--- src/hdl/dft4_pkg.sv ---
package dft4_pkg;

    localparam int SAMPLE_BITS = 16;

    localparam int SUM_W     = SAMPLE_BITS + 2;
    localparam int DIFF_W    = SAMPLE_BITS + 1;
    localparam int ABS_W     = SAMPLE_BITS;
    localparam int SQ_W      = 2 * ABS_W;
    localparam int RAD_W     = SQ_W + 1;
    localparam int ROOT_W    = SAMPLE_BITS + 1;
    localparam int RAD_PAD_W = 2 * ROOT_W;
    localparam int REM_W     = ROOT_W + 2;

    localparam int MAG0_W = 18;
    localparam int MAG1_W = 17;
    localparam int MAG2_W = 18;
    localparam int MAG3_W = 17;

    localparam int Q_DEPTH = 4;
    localparam int Q_AW    = $clog2(Q_DEPTH);

    typedef struct packed {
        logic signed [SAMPLE_BITS-1:0] sample_0;
        logic signed [SAMPLE_BITS-1:0] sample_1;
        logic signed [SAMPLE_BITS-1:0] sample_2;
        logic signed [SAMPLE_BITS-1:0] sample_3;
    } in_t;

    typedef struct packed {
        logic [MAG0_W-1:0] mag_0;
        logic [MAG1_W-1:0] mag_1;
        logic [MAG2_W-1:0] mag_2;
        logic [MAG3_W-1:0] mag_3;
    } out_t;

    typedef struct packed {
        logic [SUM_W-1:0] dc;
        logic [SUM_W-1:0] ny;
        logic [RAD_W-1:0] rad;
    } qe_t;

    typedef struct packed {
        logic push;
        logic pop;
        logic full;
        logic empty;
    } qstat_t;

    typedef struct packed {
        logic [SUM_W-1:0]     dc;
        logic [SUM_W-1:0]     ny;
        logic [REM_W-1:0]     rem;
        logic [ROOT_W-1:0]    root;
        logic [RAD_PAD_W-1:0] rad;
    } bk_t;

    function automatic bk_t root_step(bk_t s);
        logic [REM_W+1:0] cur;
        logic [REM_W+1:0] trial;
        bk_t r;
        r = s;
        cur = {s.rem, s.rad[RAD_PAD_W-1 -: 2]};
        trial = (REM_W + 2)'({s.root, 2'b01});
        r.rad = {s.rad[RAD_PAD_W-3:0], 2'b00};
        if (cur >= trial)
        begin
            r.rem  = REM_W'(cur - trial);
            r.root = {s.root[ROOT_W-2:0], 1'b1};
        end
        else
        begin
            r.rem  = REM_W'(cur);
            r.root = {s.root[ROOT_W-2:0], 1'b0};
        end
        return r;
    endfunction

endpackage

--- src/hdl/dft4_magnitude.sv ---
// Four-point DFT magnitude spectrum of a vector of four signed samples.
// Input channel: in_valid / in_stall / in_data (sample_0..sample_3); a transfer
// happens on a rising edge with in_valid high and in_stall low.
// Output channel: out_valid / out_stall / out_data (mag_0..mag_3), same rule.
// mag_0 and mag_2 are the absolute sum and alternating sum; mag_1 and mag_3
// are the floor of sqrt((s0-s2)^2 + (s1-s3)^2).
// Throughput: one item per cycle while neither channel stalls. The path from
// the input transfer to out_valid runs through two front stages
// (sums and squares), the four-entry queue, one square-root
// stage per result bit (SAMPLE_BITS + 1), and the output register.
// When the receiver stalls, the output register holds, the root pipeline
// fills, then the queue, and in_stall rises once the front stages are full.
// Reset clears all valid flags and queue pointers; the block comes out of
// reset empty and ready to take a transfer.
module dft4_magnitude (
    input  logic           clk,
    input  logic           rst_n,
    input  logic           in_valid,
    output logic           in_stall,
    input  dft4_pkg::in_t  in_data,
    output logic           out_valid,
    input  logic           out_stall,
    output dft4_pkg::out_t out_data
);

    logic             push;
    logic             pop;
    dft4_pkg::qe_t    push_data;
    dft4_pkg::qe_t    head;
    dft4_pkg::qstat_t qstat;

    dft4_front u_front (
        .clk       (clk),
        .rst_n     (rst_n),
        .in_valid  (in_valid),
        .in_stall  (in_stall),
        .in_data   (in_data),
        .push      (push),
        .push_data (push_data),
        .q_full    (qstat.full)
    );

    dft4_queue u_queue (
        .clk       (clk),
        .rst_n     (rst_n),
        .push      (push),
        .push_data (push_data),
        .pop       (pop),
        .head      (head),
        .stat      (qstat)
    );

    dft4_back u_back (
        .clk       (clk),
        .rst_n     (rst_n),
        .head      (head),
        .q_empty   (qstat.empty),
        .pop       (pop),
        .out_valid (out_valid),
        .out_stall (out_stall),
        .out_data  (out_data)
    );

`ifndef SYNTHESIS
    a_no_push_full: assert property (@(posedge clk) disable iff (!rst_n)
        !(qstat.push && qstat.full))
        else $error("queue written while full");

    a_no_pop_empty: assert property (@(posedge clk) disable iff (!rst_n)
        !(qstat.pop && qstat.empty))
        else $error("queue read while empty");

    a_side_bins: assert property (@(posedge clk) disable iff (!rst_n)
        out_valid |-> (out_data.mag_1 == out_data.mag_3))
        else $error("bin one and bin three differ");
`endif

endmodule

--- src/hdl/dft4_front.sv ---
module dft4_front (
    input  logic           clk,
    input  logic           rst_n,
    input  logic           in_valid,
    output logic           in_stall,
    input  dft4_pkg::in_t  in_data,
    output logic           push,
    output dft4_pkg::qe_t  push_data,
    input  logic           q_full
);

    localparam int SumW  = dft4_pkg::SUM_W;
    localparam int DiffW = dft4_pkg::DIFF_W;
    localparam int AbsW  = dft4_pkg::ABS_W;
    localparam int SqW   = dft4_pkg::SQ_W;
    localparam int RadW  = dft4_pkg::RAD_W;

    logic signed [SumW-1:0]  dc_s;
    logic signed [SumW-1:0]  ny_s;
    logic signed [DiffW-1:0] re_s;
    logic signed [DiffW-1:0] im_s;

    logic            s1_valid_reg;
    logic [SumW-1:0] s1_dc_reg;
    logic [SumW-1:0] s1_ny_reg;
    logic [AbsW-1:0] s1_re_reg;
    logic [AbsW-1:0] s1_im_reg;

    logic            s2_valid_reg;
    logic [SumW-1:0] s2_dc_reg;
    logic [SumW-1:0] s2_ny_reg;
    logic [SqW-1:0]  s2_re2_reg;
    logic [SqW-1:0]  s2_im2_reg;

    logic s1_ready;
    logic s2_ready;

    always_comb
    begin
        dc_s = SumW'(in_data.sample_0) + SumW'(in_data.sample_1)
             + SumW'(in_data.sample_2) + SumW'(in_data.sample_3);
        ny_s = SumW'(in_data.sample_0) - SumW'(in_data.sample_1)
             + SumW'(in_data.sample_2) - SumW'(in_data.sample_3);
        re_s = DiffW'(in_data.sample_0) - DiffW'(in_data.sample_2);
        im_s = DiffW'(in_data.sample_1) - DiffW'(in_data.sample_3);
    end

    assign s2_ready = !s2_valid_reg || !q_full;
    assign s1_ready = !s1_valid_reg || s2_ready;
    assign in_stall = !s1_ready;
    assign push     = s2_valid_reg && !q_full;

    always_ff @(posedge clk or negedge rst_n)
    begin
        if (!rst_n)
        begin
            s1_valid_reg <= 1'b0;
            s2_valid_reg <= 1'b0;
        end
        else
        begin
            if (s1_ready)
            begin
                s1_valid_reg <= in_valid;
            end
            if (s2_ready)
            begin
                s2_valid_reg <= s1_valid_reg;
            end
        end
    end

    always_ff @(posedge clk)
    begin
        if (s1_ready && in_valid)
        begin
            s1_dc_reg <= dc_s[SumW-1] ? SumW'(-dc_s) : SumW'(dc_s);
            s1_ny_reg <= ny_s[SumW-1] ? SumW'(-ny_s) : SumW'(ny_s);
            s1_re_reg <= re_s[DiffW-1] ? AbsW'(-re_s) : AbsW'(re_s);
            s1_im_reg <= im_s[DiffW-1] ? AbsW'(-im_s) : AbsW'(im_s);
        end
        if (s2_ready && s1_valid_reg)
        begin
            s2_dc_reg  <= s1_dc_reg;
            s2_ny_reg  <= s1_ny_reg;
            s2_re2_reg <= SqW'(s1_re_reg) * SqW'(s1_re_reg);
            s2_im2_reg <= SqW'(s1_im_reg) * SqW'(s1_im_reg);
        end
    end

    always_comb
    begin
        push_data.dc  = s2_dc_reg;
        push_data.ny  = s2_ny_reg;
        push_data.rad = RadW'(s2_re2_reg) + RadW'(s2_im2_reg);
    end

endmodule

--- src/hdl/dft4_queue.sv ---
module dft4_queue (
    input  logic             clk,
    input  logic             rst_n,
    input  logic             push,
    input  dft4_pkg::qe_t    push_data,
    input  logic             pop,
    output dft4_pkg::qe_t    head,
    output dft4_pkg::qstat_t stat
);

    localparam int Depth = dft4_pkg::Q_DEPTH;
    localparam int Aw    = dft4_pkg::Q_AW;

    dft4_pkg::qe_t entry_reg [Depth];

    logic [Aw-1:0] wr_ptr_reg;
    logic [Aw-1:0] rd_ptr_reg;
    logic [Aw:0]   count_reg;
    logic [Aw:0]   count_next;

    always_comb
    begin
        stat.push  = push;
        stat.pop   = pop;
        stat.full  = (count_reg == (Aw + 1)'(Depth));
        stat.empty = (count_reg == '0);
        count_next = count_reg;
        if (push && !pop)
        begin
            count_next = count_reg + 1'b1;
        end
        else if (pop && !push)
        begin
            count_next = count_reg - 1'b1;
        end
    end

    assign head = entry_reg[rd_ptr_reg];

    always_ff @(posedge clk or negedge rst_n)
    begin
        if (!rst_n)
        begin
            wr_ptr_reg <= '0;
            rd_ptr_reg <= '0;
            count_reg  <= '0;
        end
        else
        begin
            count_reg <= count_next;
            if (push)
            begin
                wr_ptr_reg <= wr_ptr_reg + 1'b1;
            end
            if (pop)
            begin
                rd_ptr_reg <= rd_ptr_reg + 1'b1;
            end
        end
    end

    always_ff @(posedge clk)
    begin
        if (push)
        begin
            entry_reg[wr_ptr_reg] <= push_data;
        end
    end

endmodule

--- src/hdl/dft4_back.sv ---
module dft4_back (
    input  logic           clk,
    input  logic           rst_n,
    input  dft4_pkg::qe_t  head,
    input  logic           q_empty,
    output logic           pop,
    output logic           out_valid,
    input  logic           out_stall,
    output dft4_pkg::out_t out_data
);

    localparam int RootW = dft4_pkg::ROOT_W;
    localparam int PadW  = dft4_pkg::RAD_PAD_W;
    localparam int Mag0W = dft4_pkg::MAG0_W;
    localparam int Mag1W = dft4_pkg::MAG1_W;
    localparam int Mag2W = dft4_pkg::MAG2_W;
    localparam int Mag3W = dft4_pkg::MAG3_W;

    dft4_pkg::bk_t  st_reg [RootW];
    logic [RootW-1:0] st_valid_reg;
    logic [RootW:0]   st_ready;
    dft4_pkg::bk_t  first;
    logic           out_valid_reg;
    dft4_pkg::out_t out_data_reg;

    always_comb
    begin
        first.dc   = head.dc;
        first.ny   = head.ny;
        first.rem  = '0;
        first.root = '0;
        first.rad  = PadW'(head.rad);
    end

    always_comb
    begin
        st_ready[RootW] = !out_valid_reg || !out_stall;
        for (int i = RootW - 1; i >= 0; i--)
        begin
            st_ready[i] = !st_valid_reg[i] || st_ready[i+1];
        end
    end

    assign pop = !q_empty && st_ready[0];

    always_ff @(posedge clk or negedge rst_n)
    begin
        if (!rst_n)
        begin
            st_valid_reg  <= '0;
            out_valid_reg <= 1'b0;
        end
        else
        begin
            if (st_ready[0])
            begin
                st_valid_reg[0] <= !q_empty;
            end
            for (int i = 1; i < RootW; i++)
            begin
                if (st_ready[i])
                begin
                    st_valid_reg[i] <= st_valid_reg[i-1];
                end
            end
            if (st_ready[RootW])
            begin
                out_valid_reg <= st_valid_reg[RootW-1];
            end
        end
    end

    always_ff @(posedge clk)
    begin
        if (pop)
        begin
            st_reg[0] <= dft4_pkg::root_step(first);
        end
        for (int i = 1; i < RootW; i++)
        begin
            if (st_ready[i] && st_valid_reg[i-1])
            begin
                st_reg[i] <= dft4_pkg::root_step(st_reg[i-1]);
            end
        end
        if (st_ready[RootW] && st_valid_reg[RootW-1])
        begin
            out_data_reg.mag_0 <= Mag0W'(st_reg[RootW-1].dc);
            out_data_reg.mag_1 <= Mag1W'(st_reg[RootW-1].root);
            out_data_reg.mag_2 <= Mag2W'(st_reg[RootW-1].ny);
            out_data_reg.mag_3 <= Mag3W'(st_reg[RootW-1].root);
        end
    end

    assign out_valid = out_valid_reg;
    assign out_data  = out_data_reg;

endmodule

--- config.mk ---
export PLATFORM = sky130hd
export DESIGN_NAME = dft4_magnitude
export DESIGN_NICKNAME = d
export VERILOG_FILES = /design/src/hdl/dft4_pkg.sv /design/src/hdl/dft4_magnitude.sv /design/src/hdl/dft4_front.sv /design/src/hdl/dft4_queue.sv /design/src/hdl/dft4_back.sv
export SDC_FILE = /design/constraint.sdc
export NUM_CORES = 2
export LEC_CHECK = 0
export BUFFER_PORTS_ARGS = -buffer_cell sky130_fd_sc_hd__buf_4
export CAP_MARGIN = 20
export CORE_MARGIN = 2
export CORE_UTILIZATION = 55
export DETAILED_ROUTE_END_ITERATION = 8
export HOLD_SLACK_MARGIN = 0.06
export PLACE_DENSITY = 0.74
export SLEW_MARGIN = 20
export SYNTH_ARGS = -nofsm -noshare
export SYNTH_HDL_FRONTEND = slang
export SYNTH_SLANG_ARGS = --single-unit
--- constraint.sdc ---
create_clock -name clk -period 7.75 [get_ports clk]
set_clock_uncertainty 0.2 [all_clocks]
set_input_delay 0.775 -clock clk [delete_from_list [all_inputs] [get_ports clk]]
set_output_delay 0.775 -clock clk [all_outputs]
set_load 0.03 [all_outputs]
==> metrics.txt <==
flop-to-flop setup slack around 0.34 ns; count leader, synth edfxtp_1; Initial DRC Count approximately 3200; largest net degree at the start of global routing 78; unrepaired setup endpoints after global routing false; Commonest cells post-synth 1810 x edfxtp_1, 849 x inv_1, 495 x ha_1, 398 x fa_1, 362 x nand2_1; FMAX between 100 and 150 MHz; port bufs about 140; count of cell types in the netlist 84; simple-gate share of the synthesized area between 7 and 8%; ys flop type edfxtp_1; Root Buffer clkbuf_16; area growth from synthesis to layout 11.1%; Initial Util 55.4%; sequential fraction of the synthesis area between 60% and 70%; FF+latch count, synth 1837; Worst Setup End Kind flip-flop; DR DRC count 0; Die Height 409 µm; first-pass GRT wire length 280000 µm; Reg2Reg Launch Point u_front.s1_im_reg[11]; Worst-path clk slew 0.06 ns; Syn Std Cell Area between 90000 and 100000 µm²; Ports between 100 and 150; DIE WIDTH between 400 and 500 µm; adder-cell share of the synthesized area roughly 16%; Routability Congestion around 0.90; vias in the first global route a little over 50000; final setup vio count 0; post-synthesis mux area share approximately 2.3%; period utilization between 90 and 100%; syn_nets 7317; Cells after DPL roughly 8600; WL final 176000 µm; CTS Buf Count 179; number of enable flip-flop cells after synthesis 1810; critical path type reg -> reg; Core Area approximately 160000 µm²; H-tree lvl count 4; row count roughly 150; GRT Overall Usage approximately a fifth; path depth of the worst reg2reg path 23; Max Cap Viol 0; Post-synth ARST share 1.47%; crit start category flip-flop; CP arrival a little under 8 ns; worst-margin pin slew ~1.1 ns; min cycle time layout approximately 7.4 ns; GRT overflow 0; Clock Sinks about 1800; largest family of logic cells by synthesized area adder cells; hpwl dp 123000 µm; Final Max Tran Viols 0; Hold Vio Cnt, Final 0; Hold EP u_back.st_reg[10][71]; Worst Setup SP u_front.s1_im_reg[11]; initial antenna violation count 5; Area contributors post-synth edfxtp_1 60%, fa_1 8.8%, ha_1 6.9%, inv_1 3.5%, xnor2_1 2.4%; Max Fanout on Critical Path 11; Syn Area/Cell 14.2 µm²; Antenna Nets Post-Route 0; hold path startpoint u_back.st_reg[9][71]; compound-cell area share of the yosys netlist 6.11%; Post-Synth XOR/XNOR Area about 3.8%; Synth top area share 60.2%; Die ar. 167000 µm²; nets ~7600; Largest register FFs ~1300; TritonRoute pass-1 iters 5; Vias between 40000 and 50000; WP data required 8.09 ns; Min-Delay Path Class reg -> reg; drt wl/cell just under 20 µm; r2r endpoint u_front.s2_im2_reg[31]; DR vias/cell between 5 and 6; layout cells sized above 1 approximately a tenth; Clock Latency Late Sink approximately 0.86 ns; total negative slack 0 ns; area leader, netlist edfxtp_1; maximum root-to-sink buffer count 3; Max-slew headroom roughly a quarter; Layout Cells excl Fill roughly 9000; CTS tree yes; total of warnings raised by yosys 0; post-synthesis cell count roughly 6400; Worst Hold Path Cells 0; status complete, no violations
-- worst max-delay path by stage --
stage,end,slack (ns)
2_1_floorplan,u_front.s2_im2_reg[31],0.59
3_3_place_gp,u_front.s2_im2_reg[31],0.39
3_5_place_dp,u_front.s2_re2_reg[30],0.37
4_1_cts,u_front.s2_re2_reg[30],0.27
5_1_grt,u_front.s2_im2_reg[31],0.01
6_report,u_front.s2_im2_reg[31],0.34
-- worst max-delay path: stages (launching register included) --
cell and delay [ns]:
edfxtp_1 0.59, nand2_1 0.21, inv_1 0.08, fa_1 0.53
inv_1 0.05, fa_1 0.49, inv_1 0.06, fa_1 0.52
fa_1 0.44, fa_1 0.54, inv_1 0.06, fa_1 0.53
inv_1 0.04, ha_1 0.37, and3_1 0.23, a31oi_1 0.16
o21ai_0 0.09, a21oi_1 0.27, o21ai_0 0.24, o41ai_2 0.24
buf_4 0.19, o21ai_0 0.17, or4b_2 0.66, and3_1 0.18
-- routing by layer --
layer / GRT usage (%) / wire [µm] / up-vias
met3: 3.10 / 6770 / 291
li1: - / - / 23100
met2: 38.9 / 93200 / 1090
met5: 0 / 55 / -
met1: 26.5 / 71700 / 24500
met4: 6.10 / 4600 / 8
-- cell families (layout without fill, tap and decap cells) --
logic type | Yosys count | count (layout)
adders and majority gates | 893 | 893
xor gates and xnor gates | 388 | 388
DFF | 1837 | 1837
other | 1 | 2
and+or+nand+nor | 1288 | 1288
muxes | 115 | 115
AOI/OAI and AO/OA | 862 | 862
buffers and inverters | 972 | 1391
-- cells in the final DEF (no fill, tap or decap), drive strengths merged, types with 31 or more instances in the layout --
| master | Yosys | final |
|---|---|---|
| nand4 | 31 | 31 |
| nand2 | 362 | 362 |
| and2 | 118 | 118 |
| mux4 | 69 | 69 |
| a21oi | 252 | 252 |
| nor2b | 61 | 61 |
| nand2b | 61 | 61 |
| buf | 30 | 212 |
| xor2 | 138 | 138 |
| a21o | 77 | 77 |
| o21ai | 185 | 185 |
| nor4 | 39 | 39 |
| nor2 | 261 | 261 |
| o31ai | 39 | 39 |
| and3 | 39 | 39 |
| clkbuf | 92 | 215 |
| mux2 | 32 | 32 |
| a211oi | 31 | 31 |
| nand3 | 66 | 66 |
| inv | 849 | 850 |
| edfxtp | 1810 | 1810 |
| fa | 398 | 398 |
| clkinv | 1 | 82 |
| o21a | 83 | 83 |
| or3 | 35 | 35 |
| ha | 495 | 495 |
| xnor2 | 250 | 250 |
| nor3 | 113 | 113 |
-- final cells by class --
class | instances | area [µm²]
Fill cell | 11900 | 62600
Antenna cell | 1 | 2.50
Clock buffer | 215 | 4630
Clock inverter | 111 | 1430
Multi-Input combinational cell | 3547 | 31700
Inverter | 850 | 3190
Sequential cell | 1837 | 55000
Timing Repair Buffer | 215 | 1630
Tap cell | 2175 | 2720
-- through the flow --
step,util (%),instance area (µm²),worst slack [ns],hold slack (ns)
global placement,57.8,94200,0.394,0.200
CTS,61.5,100000,0.274,0.158
floorplan,-,90300,0.589,0.200
global route,61.6,100000,0.0109,0.163
finish,61.6,100000,0.342,0.169
detailed placement,57.8,94200,0.374,0.205
-- repair_timing --
action	CTS	global route
hold buffers	3	0
endpoints found under the setup margin	0	1
hold endpoints to repair	30	0
gates resized for setup	0	0
buffers inserted	0	11
Power is left out: the tool's default activity adds up to more than one toggle a clock period on the data nets, which glitch-free logic cannot reach.
